===== src/rtl/core/sts_pkg.sv =====
// ----------------------------------------------------------------------------
// sts_pkg: shared types and constants of the sine series unit
// Field widths, sequencing constants, the control bundle between the
// sequencer and the arithmetic unit, and small arithmetic helpers.
// ----------------------------------------------------------------------------
package sts_pkg;

    // Series limits and fixed-point format.
    localparam int MAX_TERMS  = 24;
    localparam int FRAC_BITS  = 32;
    localparam int TERM_RESET = 8;

    // Field widths.
    localparam int TC_W   = 5;    // term count register
    localparam int ANG_W  = 5;    // signed integer argument
    localparam int XMAG_W = 5;    // argument magnitude, up to 16
    localparam int SQ_W   = 9;    // magnitude squared, up to 256
    localparam int MAG_W  = 63;   // term magnitude, held at 2^63-1
    localparam int SUM_W  = 64;   // signed running sum
    localparam int PROD_W = MAG_W + SQ_W;

    // Term index and per-term divisor (2k-2)(2k-1).
    localparam int K_W     = $clog2(MAX_TERMS + 1);
    localparam int DIV_MAX = (2 * MAX_TERMS - 2) * (2 * MAX_TERMS - 1);
    localparam int DIV_W   = $clog2(DIV_MAX + 1);

    // Long division retires this many quotient bits per cycle.
    localparam int DIV_STEPS  = 8;
    localparam int DIV_CYCLES = (PROD_W + DIV_STEPS - 1) / DIV_STEPS;
    localparam int DC_W       = (DIV_CYCLES > 1) ? $clog2(DIV_CYCLES) : 1;

    // Control bundle from the sequencer to the arithmetic unit.
    typedef struct packed {
        logic           load;        // take a new argument, form term one
        logic           term_start;  // multiply by x squared, set up divisor
        logic           div_step;    // retire one group of quotient bits
        logic           accumulate;  // cap the quotient and add it to the sum
        logic [K_W-1:0] term_index;  // index k of the term being formed
    } sts_ctrl_t;

    // Divisor for term k: (2k-2)(2k-1).
    function automatic logic [DIV_W-1:0] term_divisor(input logic [K_W-1:0] k);
        logic [DIV_W-1:0] a;
        logic [DIV_W-1:0] b;
        a = DIV_W'({k, 1'b0}) - DIV_W'(2);
        b = DIV_W'({k, 1'b0}) - DIV_W'(1);
        return DIV_W'(a * b);
    endfunction

    // Adds or subtracts a magnitude, clamping at the signed 64-bit limits.
    function automatic logic [SUM_W-1:0] sat_add(
        input logic [SUM_W-1:0] sum,
        input logic [MAG_W-1:0] mag,
        input logic             negative
    );
        logic [SUM_W:0] ext;
        logic [SUM_W:0] m;
        m   = (SUM_W + 1)'(mag);
        ext = negative ? ({sum[SUM_W-1], sum} - m) : ({sum[SUM_W-1], sum} + m);
        if (ext[SUM_W] != ext[SUM_W-1]) begin
            return ext[SUM_W] ? {1'b1, {(SUM_W-1){1'b0}}} : {1'b0, {(SUM_W-1){1'b1}}};
        end
        return ext[SUM_W-1:0];
    endfunction

endpackage


===== src/rtl/core/sts_arith_unit.sv =====
// ----------------------------------------------------------------------------
// sts_arith_unit: shared multiply, divide and accumulate unit
// Holds the argument, the current term and the running sum. Each term is
// the previous one times x squared, divided by (2k-2)(2k-1) through a long
// division that retires several quotient bits per cycle, then capped and
// added into the saturating sum.
// ----------------------------------------------------------------------------
module sts_arith_unit (
    input  logic                             clk,
    input  logic                             rst_n,
    input  sts_pkg::sts_ctrl_t               ctrl,
    input  logic signed [sts_pkg::ANG_W-1:0] angle_int,
    output logic signed [sts_pkg::SUM_W-1:0] sum
);
    import sts_pkg::*;

    logic                xneg_reg;
    logic [SQ_W-1:0]     sq_reg;
    logic [MAG_W-1:0]    mag_reg;
    logic [DIV_W-1:0]    div_reg;
    logic [PROD_W-1:0]   prod_reg;
    logic [DIV_W-1:0]    rem_reg;
    logic [SUM_W-1:0]    sum_reg;

    logic [XMAG_W-1:0]   xmag;
    logic [MAG_W-1:0]    mag_first;
    logic [PROD_W-1:0]   prod_next;
    logic [DIV_W-1:0]    rem_next;
    logic [DIV_W:0]      trial;
    logic [MAG_W-1:0]    mag_capped;
    logic                term_neg;

    // Magnitude of the argument and the first term |x| * 2^FRAC_BITS.
    assign xmag      = angle_int[ANG_W-1] ? XMAG_W'(-angle_int) : XMAG_W'(angle_int);
    assign mag_first = MAG_W'(xmag) << FRAC_BITS;

    // Even terms flip the sign of the argument.
    assign term_neg = xneg_reg ^ ~ctrl.term_index[0];

    // Quotient bits at or above bit 63 mean the term is held at its cap.
    assign mag_capped = (|prod_reg[PROD_W-1:MAG_W]) ? {MAG_W{1'b1}} : prod_reg[MAG_W-1:0];

    // One group of restoring division steps; the remainder stays narrow.
    always_comb
    begin
        rem_next  = rem_reg;
        prod_next = prod_reg;
        trial     = '0;
        for (int i = 0; i < DIV_STEPS; i++)
        begin
            trial     = {rem_next, prod_next[PROD_W-1]};
            prod_next = {prod_next[PROD_W-2:0], 1'b0};
            if (trial >= {1'b0, div_reg})
            begin
                rem_next     = DIV_W'(trial - {1'b0, div_reg});
                prod_next[0] = 1'b1;
            end
            else
            begin
                rem_next = trial[DIV_W-1:0];
            end
        end
    end

    // Argument sign is control state; the rest is payload.
    always_ff @(posedge clk or negedge rst_n)
    begin
        if (!rst_n)
        begin
            xneg_reg <= 1'b0;
        end
        else if (ctrl.load)
        begin
            xneg_reg <= angle_int[ANG_W-1];
        end
    end

    // Datapath registers.
    always_ff @(posedge clk)
    begin
        if (ctrl.load)
        begin
            sq_reg  <= SQ_W'(xmag) * SQ_W'(xmag);
            mag_reg <= mag_first;
            sum_reg <= angle_int[ANG_W-1] ? -SUM_W'(mag_first) : SUM_W'(mag_first);
        end
        if (ctrl.term_start)
        begin
            prod_reg <= PROD_W'(mag_reg) * PROD_W'(sq_reg);
            rem_reg  <= '0;
            div_reg  <= term_divisor(ctrl.term_index);
        end
        if (ctrl.div_step)
        begin
            prod_reg <= prod_next;
            rem_reg  <= rem_next;
        end
        if (ctrl.accumulate)
        begin
            mag_reg <= mag_capped;
            sum_reg <= sat_add(sum_reg, mag_capped, term_neg);
        end
    end

    assign sum = sum_reg;

endmodule


===== src/rtl/core/sts_sequencer.sv =====
// ----------------------------------------------------------------------------
// sts_sequencer: term sequencer and output register
// Takes an argument beat, steps the arithmetic unit through each term
// (multiply, division cycles, accumulate), and hands the sum to the output
// register. Also holds the term count register.
// ----------------------------------------------------------------------------
module sts_sequencer (
    input  logic                             clk,
    input  logic                             rst_n,
    input  logic                             in_valid,
    output logic                             in_ready,
    input  logic                             cfg_valid,
    output logic                             cfg_ready,
    input  logic [sts_pkg::TC_W-1:0]         term_count,
    input  logic signed [sts_pkg::SUM_W-1:0] sum,
    output sts_pkg::sts_ctrl_t               ctrl,
    output logic                             out_valid,
    input  logic                             out_ready,
    output logic signed [sts_pkg::SUM_W-1:0] sine_value
);
    import sts_pkg::*;

    typedef enum logic [2:0] {
        ST_IDLE,
        ST_MUL,
        ST_DIV,
        ST_ACC,
        ST_DONE
    } state_t;

    state_t            state_reg;
    logic [TC_W-1:0]   term_count_reg;
    logic [K_W-1:0]    terms_reg;
    logic [K_W-1:0]    k_reg;
    logic [DC_W-1:0]   div_cnt_reg;
    logic              out_valid_reg;
    logic [SUM_W-1:0]  sine_value_reg;

    logic              in_fire;
    logic              out_load;
    logic [K_W-1:0]    terms_clamped;
    logic [K_W-1:0]    tc_ext;

    assign in_ready  = (state_reg == ST_IDLE);
    assign in_fire   = in_valid && in_ready;
    assign cfg_ready = 1'b1;
    assign out_load  = (state_reg == ST_DONE) && (!out_valid_reg || out_ready);

    // Zero terms counts as one; the count is held at the maximum.
    assign tc_ext = K_W'(term_count_reg);
    always_comb
    begin
        if (tc_ext == '0)
        begin
            terms_clamped = K_W'(1);
        end
        else if (tc_ext > K_W'(MAX_TERMS))
        begin
            terms_clamped = K_W'(MAX_TERMS);
        end
        else
        begin
            terms_clamped = tc_ext;
        end
    end

    // Strobes to the arithmetic unit.
    always_comb
    begin
        ctrl.load       = in_fire;
        ctrl.term_start = (state_reg == ST_MUL);
        ctrl.div_step   = (state_reg == ST_DIV);
        ctrl.accumulate = (state_reg == ST_ACC);
        ctrl.term_index = k_reg;
    end

    // Term count register.
    always_ff @(posedge clk or negedge rst_n)
    begin
        if (!rst_n)
        begin
            term_count_reg <= TC_W'(TERM_RESET);
        end
        else if (cfg_valid && cfg_ready)
        begin
            term_count_reg <= term_count;
        end
    end

    // Sequencer state and output register.
    always_ff @(posedge clk or negedge rst_n)
    begin
        if (!rst_n)
        begin
            state_reg     <= ST_IDLE;
            terms_reg     <= K_W'(1);
            k_reg         <= K_W'(2);
            div_cnt_reg   <= '0;
            out_valid_reg <= 1'b0;
        end
        else
        begin
            if (out_valid_reg && out_ready && !out_load)
            begin
                out_valid_reg <= 1'b0;
            end
            case (state_reg)
                ST_IDLE:
                begin
                    if (in_fire)
                    begin
                        terms_reg <= terms_clamped;
                        k_reg     <= K_W'(2);
                        state_reg <= (terms_clamped == K_W'(1)) ? ST_DONE : ST_MUL;
                    end
                end
                ST_MUL:
                begin
                    div_cnt_reg <= '0;
                    state_reg   <= ST_DIV;
                end
                ST_DIV:
                begin
                    div_cnt_reg <= div_cnt_reg + DC_W'(1);
                    if (div_cnt_reg == DC_W'(DIV_CYCLES - 1))
                    begin
                        state_reg <= ST_ACC;
                    end
                end
                ST_ACC:
                begin
                    if (k_reg == terms_reg)
                    begin
                        state_reg <= ST_DONE;
                    end
                    else
                    begin
                        k_reg     <= k_reg + K_W'(1);
                        state_reg <= ST_MUL;
                    end
                end
                ST_DONE:
                begin
                    if (out_load)
                    begin
                        out_valid_reg <= 1'b1;
                        state_reg     <= ST_IDLE;
                    end
                end
                default:
                begin
                    state_reg <= ST_IDLE;
                end
            endcase
        end
    end

    // Result payload.
    always_ff @(posedge clk)
    begin
        if (out_load)
        begin
            sine_value_reg <= sum;
        end
    end

    assign out_valid  = out_valid_reg;
    assign sine_value = sine_value_reg;

    // An accepted argument starts a run and drops ready.
    a_busy_after_accept: assert property (@(posedge clk) disable iff (!rst_n)
        in_fire |=> !in_ready)
        else $error("ready stayed high after an argument beat");

    // The term index never passes the clamped term count while terms are formed.
    a_k_in_range: assert property (@(posedge clk) disable iff (!rst_n)
        (state_reg != ST_IDLE && state_reg != ST_DONE) |->
            (k_reg <= terms_reg && k_reg >= K_W'(2)))
        else $error("term index out of range");

    // The division counter stays within its cycle count.
    a_div_cnt: assert property (@(posedge clk) disable iff (!rst_n)
        (state_reg == ST_DIV) |-> (div_cnt_reg <= DC_W'(DIV_CYCLES - 1)))
        else $error("division counter overran");

    // Leaving the done state always presents a result.
    a_done_shows: assert property (@(posedge clk) disable iff (!rst_n)
        out_load |=> out_valid && (state_reg == ST_IDLE))
        else $error("result not presented after the run");

endmodule


===== src/rtl/core/sine_taylor_series_unit.sv =====
// ----------------------------------------------------------------------------
// N is the clamped term count (1 to 24). Each term takes a multiply step,
// the long division steps and an add step on the shared arithmetic unit;
// one argument is in work at a time.
// A waiting result is held in the output register while ready returns.
// Reset (rst_n low, asynchronous) sets the term count to 8 and empties the unit.
// ----------------------------------------------------------------------------
// sine_taylor_series_unit: truncated Maclaurin sine in fixed point
// Sums the first N terms of x - x^3/3! + x^5/5! - ... for a small integer
// argument, with 32 fraction bits and a saturating 64-bit sum.
// ----------------------------------------------------------------------------
module sine_taylor_series_unit (
    input  logic                             clk,
    input  logic                             rst_n,
    input  logic                             cfg_valid,
    output logic                             cfg_ready,
    input  logic [sts_pkg::TC_W-1:0]         term_count,
    input  logic                             in_valid,
    output logic                             in_ready,
    input  logic signed [sts_pkg::ANG_W-1:0] angle_int,
    output logic                             out_valid,
    input  logic                             out_ready,
    output logic signed [sts_pkg::SUM_W-1:0] sine_value
);
    import sts_pkg::*;

    sts_ctrl_t               ctrl;
    logic signed [SUM_W-1:0] sum;

    // Term sequencer, configuration and output register.
    sts_sequencer u_seq (
        .clk        (clk),
        .rst_n      (rst_n),
        .in_valid   (in_valid),
        .in_ready   (in_ready),
        .cfg_valid  (cfg_valid),
        .cfg_ready  (cfg_ready),
        .term_count (term_count),
        .sum        (sum),
        .ctrl       (ctrl),
        .out_valid  (out_valid),
        .out_ready  (out_ready),
        .sine_value (sine_value)
    );

    // Shared multiply, divide and accumulate unit.
    sts_arith_unit u_arith (
        .clk       (clk),
        .rst_n     (rst_n),
        .ctrl      (ctrl),
        .angle_int (angle_int),
        .sum       (sum)
    );

endmodule

===== config.mk =====
export PLATFORM = sky130hd
export DESIGN_NAME = sine_taylor_series_unit
export DESIGN_NICKNAME = d
export VERILOG_FILES = /design/src/rtl/core/sts_pkg.sv /design/src/rtl/core/sts_arith_unit.sv /design/src/rtl/core/sts_sequencer.sv /design/src/rtl/core/sine_taylor_series_unit.sv
export SDC_FILE = /design/constraint.sdc
export NUM_CORES = 2
export LEC_CHECK = 0
export ABC_AREA = 1
export BUFFER_PORTS_ARGS = -buffer_cell sky130_fd_sc_hd__buf_4
export CAP_MARGIN = 15
export CORE_ASPECT_RATIO = 1.75
export CORE_UTILIZATION = 45
export DETAILED_ROUTE_END_ITERATION = 7
export PLACE_DENSITY_LB_ADDON = 0.3
export RECOVER_POWER = 25
export SKIP_LAST_GASP = 1
export SLEW_MARGIN = 20
export SYNTH_ARGS = -nofsm -noshare
export SYNTH_HDL_FRONTEND = slang
export SYNTH_HIERARCHICAL = 1
export SYNTH_SLANG_ARGS = --single-unit

===== constraint.sdc =====
create_clock -name clk -period 19.31 [get_ports clk]
set_input_delay 0.9655 -clock clk [delete_from_list [all_inputs] [get_ports clk]]
set_output_delay 0.9655 -clock clk [all_outputs]
set_load 0.02 [all_outputs]

== Yosys cells after proc, flatten, opt, wreduce, memory -nomap -nowiden ==
Cells that the tools add are included.

* $add $sub $neg: 16
* $lt $le $gt $ge: 9
* Equality and inequality tests: 12
* Reduce and logical (&&, ||, !) cells: 16
* Bitwise gates (word level): 2
* Multipliers: 3
* Multiplexer cells: 48

{| class="wikitable"
|+ Operator list
! cell !! number
|-
| $mux 64 || 6
|-
| $mux 63 || 3
|-
| $mux 72 || 2
|-
| $mux 12 || 10
|-
| $ge 13x12->1 || 8
|-
| $sub 12x12->12 || 8
|-
| $mul 63x9->72 || 1
|-
| $add 64x64->65 || 1
|-
| $mux 65 || 1
|-
| $sub 64x64->65 || 1
|-
| $neg 37->64 || 1
|-
| $mux 5 || 5
|-
| $mux 3 || 5
|-
| $pmux 3 s5 || 1
|-
| $mux 1 || 13
|-
| $mul 12x12->12 || 1
|-
| $pmux 5 s2 || 1
|-
| $mul 5x5->9 || 1
|-
| $reduce_or 9->1 || 1
|-
| $pmux 4 s2 || 1
|-
| $sub 6x1->7 const B || 1
|-
| $sub 6x2->7 const B || 1
|-
| $eq 3x2->1 const B || 2
|-
| $reduce_and 3->1 || 2
|-
| other kinds (21) || 29
|}

* Bits in registers: 320
* Input bits: 15

== Logic depth before layout (Yosys ltp) ==
* Depth in word-level cells: 17
* Mapped depth: 122

== Hierarchy ==
Netlist, hierarchy kept.

{| class="wikitable"
|+ By module, submodules not included
! module !! instances !! cells each !! area an instance (sq um) !! sequential area each (sq um)
|-
| sts_arith_unit || 1 || 5651 || 40156.0 || 6931.6
|-
| sts_sequencer || 1 || 224 || 3203.1 || 2501.1
|}

== Worst setup path after synthesis ==
OpenSTA, ideal clock, no wires.

* Path kind: reg-to-reg
* From: register u_arith.div_reg[1]
* To: register u_arith.rem_reg[8], data pin
* Cell stages (with the launch flop): 120
* Setup time: 264 ps
* Arrival: 14392 ps
* Slack: 4655 ps
* Path buffers: 6
* Required time: 19046 ps
* Cell sequence: edfxtp_1 inv_1 ha_1 nand2_1 nand3_2 nand2_1 nand2_2 nand2_2 nand2_4 inv_1 buf_2 nand2_1 o21ai_0 ha_1 nand2_1 clkinv_1 nand2_1 nand2_1 [... 84 more ...] inv_1 ha_1 a21oi_1 o21ai_0 nor2_1 o31ai_1 a21oi_1 nor2_1 nor2_1 o21ai_0 nand2_1 inv_1 nor2_1 inv_1 nor2_2 nand3_1 nand2_1 nor2_2

* Word-level cells in the longest chain between the ends: 17
* Elaborated cells on any way between the ends: 25
* Classes of those cells: add/sub (8); order compare (8); mux (9)

{| class="wikitable"
|+ Ends and longest elaborated chain
! what !! line !! source
|-
| start: declaration || sts_arith_unit.sv:20 || <nowiki>logic [DIV_W-1:0] div_reg;</nowiki>
|-
| start signal: assignment || sts_arith_unit.sv:91 || <nowiki>div_reg <= term_divisor(ctrl.term_index);</nowiki>
|-
| $sub 12x12->12 or $ge 13x12->1 (tied branches) || sts_arith_unit.sv:55, sts_arith_unit.sv:53 ||
|-
| $mux 12 || sts_arith_unit.sv:53 || <nowiki>if (trial >= {1'b0, div_reg})</nowiki>
|-
| $sub 12x12->12 or $ge 13x12->1 (tied branches) || sts_arith_unit.sv:55, sts_arith_unit.sv:53 ||
|-
| $mux 12 || sts_arith_unit.sv:53 ||
|-
| $sub 12x12->12 or $ge 13x12->1 (tied branches) || sts_arith_unit.sv:55, sts_arith_unit.sv:53 ||
|-
| $mux 12 || sts_arith_unit.sv:53 ||
|-
| $sub 12x12->12 or $ge 13x12->1 (tied branches) || sts_arith_unit.sv:55, sts_arith_unit.sv:53 ||
|-
| $mux 12 || sts_arith_unit.sv:53 ||
|-
| $sub 12x12->12 or $ge 13x12->1 (tied branches) || sts_arith_unit.sv:55, sts_arith_unit.sv:53 ||
|-
| $mux 12 || sts_arith_unit.sv:53 ||
|-
| $sub 12x12->12 or $ge 13x12->1 (tied branches) || sts_arith_unit.sv:55, sts_arith_unit.sv:53 ||
|-
| $mux 12 || sts_arith_unit.sv:53 ||
|-
| $sub 12x12->12 or $ge 13x12->1 (tied branches) || sts_arith_unit.sv:55, sts_arith_unit.sv:53 ||
|-
| $mux 12 || sts_arith_unit.sv:53 ||
|-
| $sub 12x12->12 or $ge 13x12->1 (tied branches) || sts_arith_unit.sv:55, sts_arith_unit.sv:53 ||
|-
| $mux 12 (*) || sts_arith_unit.sv:53 ||
|-
| $mux 12 (*) || sts_arith_unit.sv:93 || <nowiki>if (ctrl.div_step)</nowiki>
|-
| end signal: assignment || sts_arith_unit.sv:96 || <nowiki>rem_reg <= rem_next;</nowiki>
|-
| end: declaration || sts_arith_unit.sv:22 || <nowiki>logic [DIV_W-1:0] rem_reg;</nowiki>
|}

Mark *: on every way between the ends. The rest lies on a longest branch, timed or not.
A chain may end at the register's enable or synchronous reset.

== Worst setup path in the final report ==
* From: register u_arith.div_reg[1]
* To: register u_arith.rem_reg[11], data pin

The elaborated chain is that of the path after synthesis.

==> results.py <==
metrics = {
    "sta": {
        "rsz0062_at_grt": "no",
        "worstMarginPinSlew_ps": 3330,
        "fin_tns_setup_ps": 0,
        "final_hold_viol_count": 0,
        "setup_violations": 0,
        "min_period_over_period_pct": 89.5,
        "skew_ps": 36.2,
        "slew_violations": 144,
        "min_period_ps": 17280,
        "relSlewSlack_pct": -122,
        "fmax_mhz": 57.9,
    },
    "synthesis": {
        "synth_compound_area_share_pct": 9.46,
        "ys_async_sr_fraction_pct": 7.55,
        "synth_edf_count": 294,
        "synth_area_mm2": 0.0434,
        "synth-seq-cells": 318,
        "syn_nets": 6628,
        "synth_xor_area_share_pct": 4.40,
        "ys.flop_type": "edfxtp_1",
        "synthSimpleGateAreaFrac_pct": 21.8,
        "synth_mux_area_share_pct": 0,
        "netlist_instances": 5875,
        "synth_warnings": 6,
        "yosysTopAreaCell": "edfxtp_1",
        "syn_avg_cell_area_um2": 7.38,
        "synth-seq-area-share_pct": 21.8,
        "ys_top_cells_by_count": "inv_1, nand2_1, nor2_1",
        "synth_top_family_by_area": "adder cells",
        "synthAdderAreaFrac_pct": 28.0,
        "synth_top_area_share_pct": 20.4,
        "synth_cell_types": 66,
        "yosysMostFrequentCell": "inv_1",
        "synth_area_leaders": "edfxtp_1, fa_1, inv_1",
    },
    "floorplanning": {
        "num_rows": 150,
        "core_area_mm2": 0.0955,
        "start_util_pct": 45.4,
        "die_w_um": 237,
        "die_height_um": 413,
        "die_area_mm2": 0.0976,
        "ioPinCount": 82,
    },
    "grt": {
        "antenna_found_initial": 3,
        "grt.total_usage_pct": 31.0,
        "grt_overflow_total": 0,
        "grt_pass1_vias": 40100,
        "grt_max_degree": 68,
        "grt_first_pass_wirelength_mm": 227,
    },
    "routing": {
        "vias_per_cell": 5.40,
        "drtPass1Iterations": 6,
        "avgRoutedWirePerCell_um": 21.1,
        "antenna_left": 0,
        "vias": 38300,
        "wl_mm": 150,
        "drc": 0,
        "drt-initial-drc-count": 2223,
    },
    "setup_path": {
        "cp.required_ps": 19600,
        "crit_top_cell": "nand2_1",
        "start_kind": "register",
        "cp_max_fo": 17,
        "end_kind": "register",
        "cp.arrival_ps": 17570,
        "slowest_delay_ps": 540,
        "critPathKind": "register to register",
        "slowest_stage": "edfxtp_1",
    },
    "clock_tree": {
        "cts.repair.resized": 0,
        "cts_buffer_depth": 3,
        "h-tree-depth": 2,
        "cts_post_setup_buffers_inserted": 0,
        "cts_buffers": 36,
        "cts_tree": "yes",
        "cts.sinks": 318,
        "clock_latency_ps": 610,
        "cts_hold_buf": 0,
        "cts-root-buf": "clkbuf_16",
        "path_clk_slew_ps": 60,
    },
    "cells_and_area": {
        "fin_cells": 7091,
        "drive_gt1_share_pct": 4.89,
        "area_growth_pct": 6.02,
        "largest_register_ffs": 72,
        "n_fill_cell": 9580,
        "final_nets": 6601,
    },
    "placement": {
        "gp_congestion": 1.09,
        "dpl.hpwl_mm": 119,
        "portBuffers": 80,
        "dp_cells": 7024,
    },
    "run": {
        "maxCapViolCount": 4,
    },
    "status": {
        "status": "complete, but fails checks",
        "violations": "capacitance limit, slew limit",
    },
    "min_path": {
        "hp-class": "register to register",
    },
}
-- metal layers --
layer  track usage, %  wire [um]  vias to the layer above  share of wire, %
met5                0         26                        -             0.017
met4             26.3      14900                        4                10
met2             58.7      78900                     1282                53
li1                 -          -                    18000                 -
met3             4.20       6890                      632               4.6
met1             29.3      48900                    18400                33
-- logic make-up (layout without fill, tap and decap cells) --
group	after synthesis	after routing
and+or+nand+nor	2227	2227
buffers and inverters	1635	1634
adders and majority gates	738	738
AOI/OAI and AO/OA	736	736
DFF	318	318
xor gates and xnor gates	218	218
other	3	4
-- path summary, 6_finish.rpt --
check                                        startpoint                                 to  slack, ps  cells past startpoint
setup / recovery           u_arith/div_reg[1]$_DFFE_PP_  u_arith/rem_reg[11]$_SDFFCE_PN0P_       2030                    108
hold / removal                u_arith/sum[33]$_DFFE_PP_     u_seq/sine_value[33]$_DFFE_PP_        480                      0
setup reg to reg           u_arith/div_reg[1]$_DFFE_PP_  u_arith/rem_reg[11]$_SDFFCE_PN0P_       2030                    108
hold reg to reg               u_arith/sum[33]$_DFFE_PP_     u_seq/sine_value[33]$_DFFE_PP_        480                      0
max in group asynchronous                         rst_n         u_seq/k_reg[2]$_DFFE_PN0P_      17640                      1
min in group asynchronous                         rst_n       u_arith/xneg_reg$_DFFE_PN0P_        730                      1
-- critical path: cells and delay by family, from the launching register on --
family                     cells  cell delay, ps
DFF                            1             540
AOI/OAI and AO/OA             26            4680
and+or+nand+nor               57            7290
adders and majority gates      8            2700
buffers and inverters         17            1730
-- final cells by class --
class / instances / area, um2 / share of cell area (%)
Antenna cell: 1 / 2.50 / 0.00544
Clock buffer: 44 / 971 / 2.11
Clock inverter: 20 / 195 / 0.425
Inverter: 1448 / 5440 / 11.8
Multi-Input combinational cell: 3922 / 27600 / 60.1
Sequential cell: 318 / 9430 / 20.5
Tap cell: 1216 / 1520 / 3.31
Timing Repair Buffer: 122 / 773 / 1.68
-- cell usage in the layout, fill, tap and decap left out, types with 22 or more instances in the layout --
master,Yosys,routed
inv_1,1437,1439
nand2_1,1335,1336
nor2_1,412,411
fa_1,390,390
ha_1,348,348
edfxtp_1,294,294
a21oi_1,287,287
o21ai_0,240,240
nand3_1,234,234
xor2_1,148,147
buf_4,5,81
a31oi_1,71,71
xnor2_1,70,70
or2_2,58,56
nor3_1,48,49
clkbuf_1,102,43
nand4_1,39,40
clkbuf_16,0,36
o21ai_1,25,25
nor4_1,23,22
-- per-stage QoR --
stage | area, um2 | hold slack [ps] | util (%) | setup WS, ps
6_report | 46000 | 476 | 48.1 | 2030
5_1_grt | 46000 | 495 | 48.1 | 57.4
3_3_place_gp | 45000 | 463 | 47.1 | 2250
4_1_cts | 46100 | 267 | 48.3 | 1970
3_5_place_dp | 45000 | 456 | 47.1 | 2020
2_1_floorplan | 43400 | 426 | - | 4650
Power is not shown: default switching activity piles up to over one toggle a cycle in this logic, so the estimate is an artifact.
